[src/rtl/gnds_pkg.sv]
// package for the directional shade unit: state encodings, unit request/response
// structs, register indexes and defaults; no dependencies
package gnds_pkg;

  localparam int unsigned DefMaxWidth  = 4096;
  localparam int unsigned DefMaxHeight = 4096;

  // register indexes on the configuration port
  localparam logic [2:0] RegFrameWidth   = 3'd0;
  localparam logic [2:0] RegFrameHeight  = 3'd1;
  localparam logic [2:0] RegChannelCount = 3'd2;
  localparam logic [2:0] RegLightX       = 3'd3;
  localparam logic [2:0] RegLightY       = 3'd4;
  localparam logic [2:0] RegLightZ       = 3'd5;

  // operation codes of an input item
  localparam logic OpPixel = 1'b0;
  localparam logic OpDrain = 1'b1;

  // channel count codes
  localparam logic [2:0] ChanGray = 3'd1;
  localparam logic [2:0] ChanRgb  = 3'd3;

  // width of the squared-norm compare path
  localparam int unsigned LimW = 54;

  typedef enum logic [2:0] {
    ST_IDLE,
    ST_RD_CENTER,
    ST_RD_NEIGH,
    ST_START,
    ST_WAIT,
    ST_EMIT
  } gnds_state_e;

  typedef enum logic [2:0] {
    U_IDLE,
    U_MUL,
    U_SUM,
    U_SQ,
    U_ITER,
    U_DONE
  } gnds_ustate_e;

  typedef struct packed {
    logic               start;
    logic signed [8:0]  dx;
    logic signed [8:0]  dy;
  } gnds_req_t;

  typedef struct packed {
    logic        done;
    logic [15:0] inten;
  } gnds_rsp_t;

endpackage

[src/rtl/gnds_inten.sv]
// interior intensity unit: floor(2*(n.L)/|n|) saturated to 16 bits
// iterative bit-by-bit root search; depends on gnds_pkg
module gnds_inten import gnds_pkg::*; (
  input  logic               clk_i,
  input  logic               rst_ni,
  input  gnds_req_t          req_i,
  input  logic signed [15:0] light_x_i,
  input  logic signed [15:0] light_y_i,
  input  logic signed [15:0] light_z_i,
  output gnds_rsp_t          rsp_o
);

  gnds_ustate_e state_q, state_d;

  logic signed [8:0]  dx_q, dy_q;
  logic signed [24:0] px_q, py_q;
  logic [16:0]        dxsq_q, dysq_q;
  logic signed [26:0] num_q;
  logic [17:0]        d_q;
  logic [LimW-1:0]    lim_q, t_q, a_q, b_q;
  logic [15:0]        m_q;
  logic [3:0]         k_q;
  logic [LimW-1:0]    cand;
  logic               take;
  logic [25:0]        num_u;
  logic [51:0]        num_sq;

  // next state
  always_comb begin
    state_d = state_q;
    case (state_q)
      U_IDLE:  if (req_i.start) state_d = U_MUL;
      U_MUL:   state_d = U_SUM;
      U_SUM:   state_d = U_SQ;
      U_SQ:    state_d = (num_q <= 27'sd0) ? U_DONE : U_ITER;
      U_ITER:  if (k_q == 4'd0) state_d = U_DONE;
      U_DONE:  state_d = U_IDLE;
      default: state_d = U_IDLE;
    endcase
  end

  // candidate square times norm for the current bit
  assign cand   = t_q + a_q + b_q;
  assign take   = (cand <= lim_q);
  assign num_u  = num_q[25:0];
  assign num_sq = num_u * num_u;

  always_ff @(posedge clk_i or negedge rst_ni) begin
    if (!rst_ni) begin
      state_q <= U_IDLE;
    end else begin
      state_q <= state_d;
    end
  end

  // datapath
  always_ff @(posedge clk_i) begin
    case (state_q)
      U_IDLE: begin
        dx_q <= req_i.dx;
        dy_q <= req_i.dy;
      end
      U_MUL: begin
        px_q   <= 25'(dx_q) * 25'(light_x_i);
        py_q   <= 25'(dy_q) * 25'(light_y_i);
        dxsq_q <= 17'($unsigned(18'(dx_q) * 18'(dx_q)));
        dysq_q <= 17'($unsigned(18'(dy_q) * 18'(dy_q)));
      end
      U_SUM: begin
        num_q <= 27'(px_q) + 27'(py_q) + (27'(light_z_i) <<< 8) - 27'(light_z_i);
        d_q   <= 18'(dxsq_q) + 18'(dysq_q) + 18'd65025;
      end
      U_SQ: begin
        lim_q <= {num_sq, 2'b00};
        t_q   <= '0;
        a_q   <= '0;
        b_q   <= LimW'(d_q) << 30;
        m_q   <= '0;
        k_q   <= 4'd15;
      end
      U_ITER: begin
        if (take) begin
          t_q <= cand;
          a_q <= (a_q + (b_q << 1)) >> 1;
        end else begin
          a_q <= a_q >> 1;
        end
        b_q <= b_q >> 2;
        m_q <= {m_q[14:0], take};
        k_q <= k_q - 4'd1;
      end
      default: begin
      end
    endcase
  end

  // outputs
  always_comb begin
    rsp_o.done  = (state_q == U_DONE);
    rsp_o.inten = (num_q <= 27'sd0) ? 16'd0 : m_q;
  end

`ifndef SYNTHESIS
  a_start_idle: assert property (@(posedge clk_i) disable iff (!rst_ni)
    req_i.start |-> state_q == U_IDLE) else $error("start while busy");
  a_done_one: assert property (@(posedge clk_i) disable iff (!rst_ni)
    rsp_o.done |=> !rsp_o.done) else $error("done held");
  a_iter_end: assert property (@(posedge clk_i) disable iff (!rst_ni)
    (state_q == U_ITER && k_q == 4'd0) |=> rsp_o.done) else $error("no done after iterations");
`endif

endmodule
[config.mk]
export PLATFORM = sky130hd
export DESIGN_NAME = gnds_inten
export DESIGN_NICKNAME = d
export VERILOG_FILES = /design/src/rtl/gnds_pkg.sv /design/src/rtl/gnds_inten.sv
export SDC_FILE = /design/constraint.sdc
export NUM_CORES = 2
export LEC_CHECK = 0
export BUFFER_PORTS_ARGS = -buffer_cell sky130_fd_sc_hd__buf_2
export CAP_MARGIN = 0
export CORE_ASPECT_RATIO = 1.2
export CORE_MARGIN = 2
export CORE_UTILIZATION = 60
export CTS_BUF_LIST = sky130_fd_sc_hd__clkbuf_16
export DETAILED_ROUTE_END_ITERATION = 7
export GPL_ROUTABILITY_DRIVEN = 0
export GPL_TIMING_DRIVEN = 1
export MAX_ROUTING_LAYER = met4
export PLACE_DENSITY = 0.79
export SLEW_MARGIN = 20
export SYNTH_ARGS = -nofsm -noshare
export SYNTH_HDL_FRONTEND = slang
export SYNTH_SLANG_ARGS = --single-unit
[constraint.sdc]
create_clock -name clk_i -period 7.1 [get_ports clk_i]
set_clock_uncertainty 0.05 [all_clocks]
set_input_delay 1.775 -clock clk_i [delete_from_list [all_inputs] [get_ports clk_i]]
set_output_delay 1.775 -clock clk_i [all_outputs]
set_load 0.02 [all_outputs]
==> reports/qor.txt <==
synthesized-area fraction occupied by adder cells: 45.6%
Worst R2R Path Depth: 27
sequential cell area: 0.0112 sq mm
Starting Density: 60.2%
clock tree buffer depth: 3
hold path depth: 2
Slew HR: 17.7%
Congestion Overflow GR: 0
Yosys warnings: 0
fin worst setup slack: -168 ps
cell area after layout: 0.0642 sq mm
commonest non-fill, non-tap cell in the layout: inv_1
Cells after Synth: 5923
period utilisation layout: 102%
placed inst area: 0.0617 sq mm
outcome: complete, but fails checks
synthesized area: 0.0581 sq mm
min-delay worst type: reg -> reg
GRT Overall Usage: 29.7%
Cells after DPL: 7364
synthesized area per cell: 9.82 sq um
Post-Synth XOR/XNOR Area: 4.14%
post-synthesis mux area share: 0.263%
first-pass GRT wire length: 226 mm
routed wire length: 139 mm
CTS tree: built
WP data arrival: 7550 ps
crit path capture type: register
sequential-to-total area share from yosys stat: 19.3%
initial antenna violation count: 9
DRT antenna net count: 0
largest net degree at the start of global routing: 81
NumNets Final: 7810
Post-Synth Simple-Gate Area: 12.8%
Synth Area in Compound Gates: 8.30%
critical path class: reg -> reg
die area: 0.0994 sq mm
post-route insts no fill: 7509
clk sink count: 374
violated checks: setup timing
vias in the first global route: 45200
largest family of logic cells by synthesized area: adder cells
residual DRC count: 0
Final setup violation count: 11
async set-reset flop share out of synthesis: 0.802%
Vias: 42100
Horiz. Die Dim: 288 microns
Final min period: 7270 ps
drt initial violations: 2720
Area Growth Syn to Fin: 10.4%
Root Buffer: clkbuf_16
H-tree levels: 2
fill cell count: 7048
Port Buf Inserts: 85
core area: 0.0965 sq mm
Hold Slack: 462 ps
clock-pin slew on the worst setup and hold paths: 60 ps
Synth Flop Type: edfxtp_1
Post-synth EDFFs: 371
Critical Path Fanout Max: 5
most frequent cells in the layout: inv_1 (1262), fa_1 (930), ha_1 (584)
flops & latches, synth: 374
area of the multi-input gates: 0.0420 sq mm
Ports: 86
Hold Vio Cnt, Final: 0
syn nets: 7541
Data required, critical path: 7380 ps
Cell Rows: 125
layout cell share with drive strength beyond 1: 10.6%
TritonCTS buffer count: 45
1st-pass router iterations: 5
number of unique standard cell types used by synthesis: 89
Clock Latency Late Sink: 600 ps
worst-margin pin slew: 1220 ps
DP Wirelength: 112 mm
unrepaired setup endpoints after global routing: yes
maxcap violations: 0
WL/cell: 18.6 microns
Via density: 5.61
Max Slew Vio Count: 0
Die H: 345 microns
Max Fclk: 138 MHz
Startpoint Class: register
## stage by stage
step	TNS (ps)	setup slack (ps)	utilization [%]
after floorplan	0	5.20	-
after global placement	-3320	-422	63.9
after detailed placement	-3850	-524	63.9
after CTS	0	1.45	65.7
after global routing	-3930	-371	66.5
final	-1080	-168	66.5
## sequential cells by signal, summed over array words and instances, names as in the netlist
signal and cells:
lim_q 51, dy_q 9, px_q 25, dx_q 9, dysq_q 16, b_q 48
state_q 3, m_q 16, py_q 25, num_q 27, a_q 53, d_q 18
dxsq_q 16, t_q 54, k_q 4
## per-layer routing
metal	wire [microns]	global-route usage, %	vias to the layer above
li1	-	-	19300
met1	48200	31.6	21000
met2	73500	53.2	1392
met3	7620	3.85	516
met4	10000	16.9	0
met5	0	-	-
## path summary, 6_finish.rpt
check | startpoint | endpoint | slack (ps)
min in group asynchronous | rst_ni | state_q[2] | 910
setup / recovery | num_q[6] | lim_q[52] | -170
setup reg to reg | num_q[6] | lim_q[52] | -170
hold / removal | d_q[12] | b_q[42] | 460
hold reg to reg | d_q[12] | b_q[42] | 460
max in group asynchronous | rst_ni | state_q[0] | 5980
## cells in the mapped netlist (81+ instances only)
| cell | instances | area, sq um |
|---|---|---|
| xnor2_1 | 194 | 1700 |
| o21ai_0 | 115 | 576 |
| a21oi_1 | 252 | 1260 |
| clkbuf_1 | 166 | 623 |
| and2_1 | 370 | 2310 |
| nor2_1 | 197 | 739 |
| inv_1 | 1273 | 4780 |
| a21o_1 | 139 | 1040 |
| xor2_1 | 81 | 709 |
| fa_1 | 952 | 19100 |
| edfxtp_1 | 371 | 11100 |
| nand2_1 | 553 | 2080 |
| ha_1 | 597 | 7470 |
## cell families (layout without fill, tap and decap cells)
kind of cell    after synthesis  after routing
flops                       374            374
simple gates               1500           1500
compound gates              739            739
xor+xnor                    275            275
other cells                   1             12
fa+ha+maj                  1549           1549
mux                          15             15
buf+inv                    1470           1775
## timing repair
item	in CTS	in global routing
endpoints found under the setup margin	14	89
setup buffers	20	32
gates cloned	0	0
pin swaps	14	74
hold buffers	0	0
resized for setup	33	148
## final cells by class
type | count | share of cell area [%]
clock buffer | 45 | 1.75
sequential | 374 | 17.5
tap | 1270 | 2.48
clock inverter | 38 | 0.481
inverter | 1273 | 7.45
multi-input combinational | 4079 | 65.4
antenna | 11 | 0.0429
timing repair buffer | 419 | 4.93
## critical path, cell delays in order, from the launching register on
cell,delay (ps)
edfxtp_1,470
buf_6,150
buf_4,110
nand2_2,60
fa_1,500
inv_1,50
fa_1,520
fa_1,730
inv_1,110
fa_1,510
inv_1,50
fa_1,450
fa_1,490
inv_1,50
fa_1,470
inv_1,60
ha_4,220
buf_6,120
a21o_1,170
o311a_1,370
a21oi_2,130
o21ai_2,90
a221oi_2,260
buf_4,170
o21bai_4,80
a31oi_4,280
o31ai_2,100
xor2_1,160
Power is not shown: default switching activity piles up to over one toggle a cycle in this logic, so the estimate is an artifact.
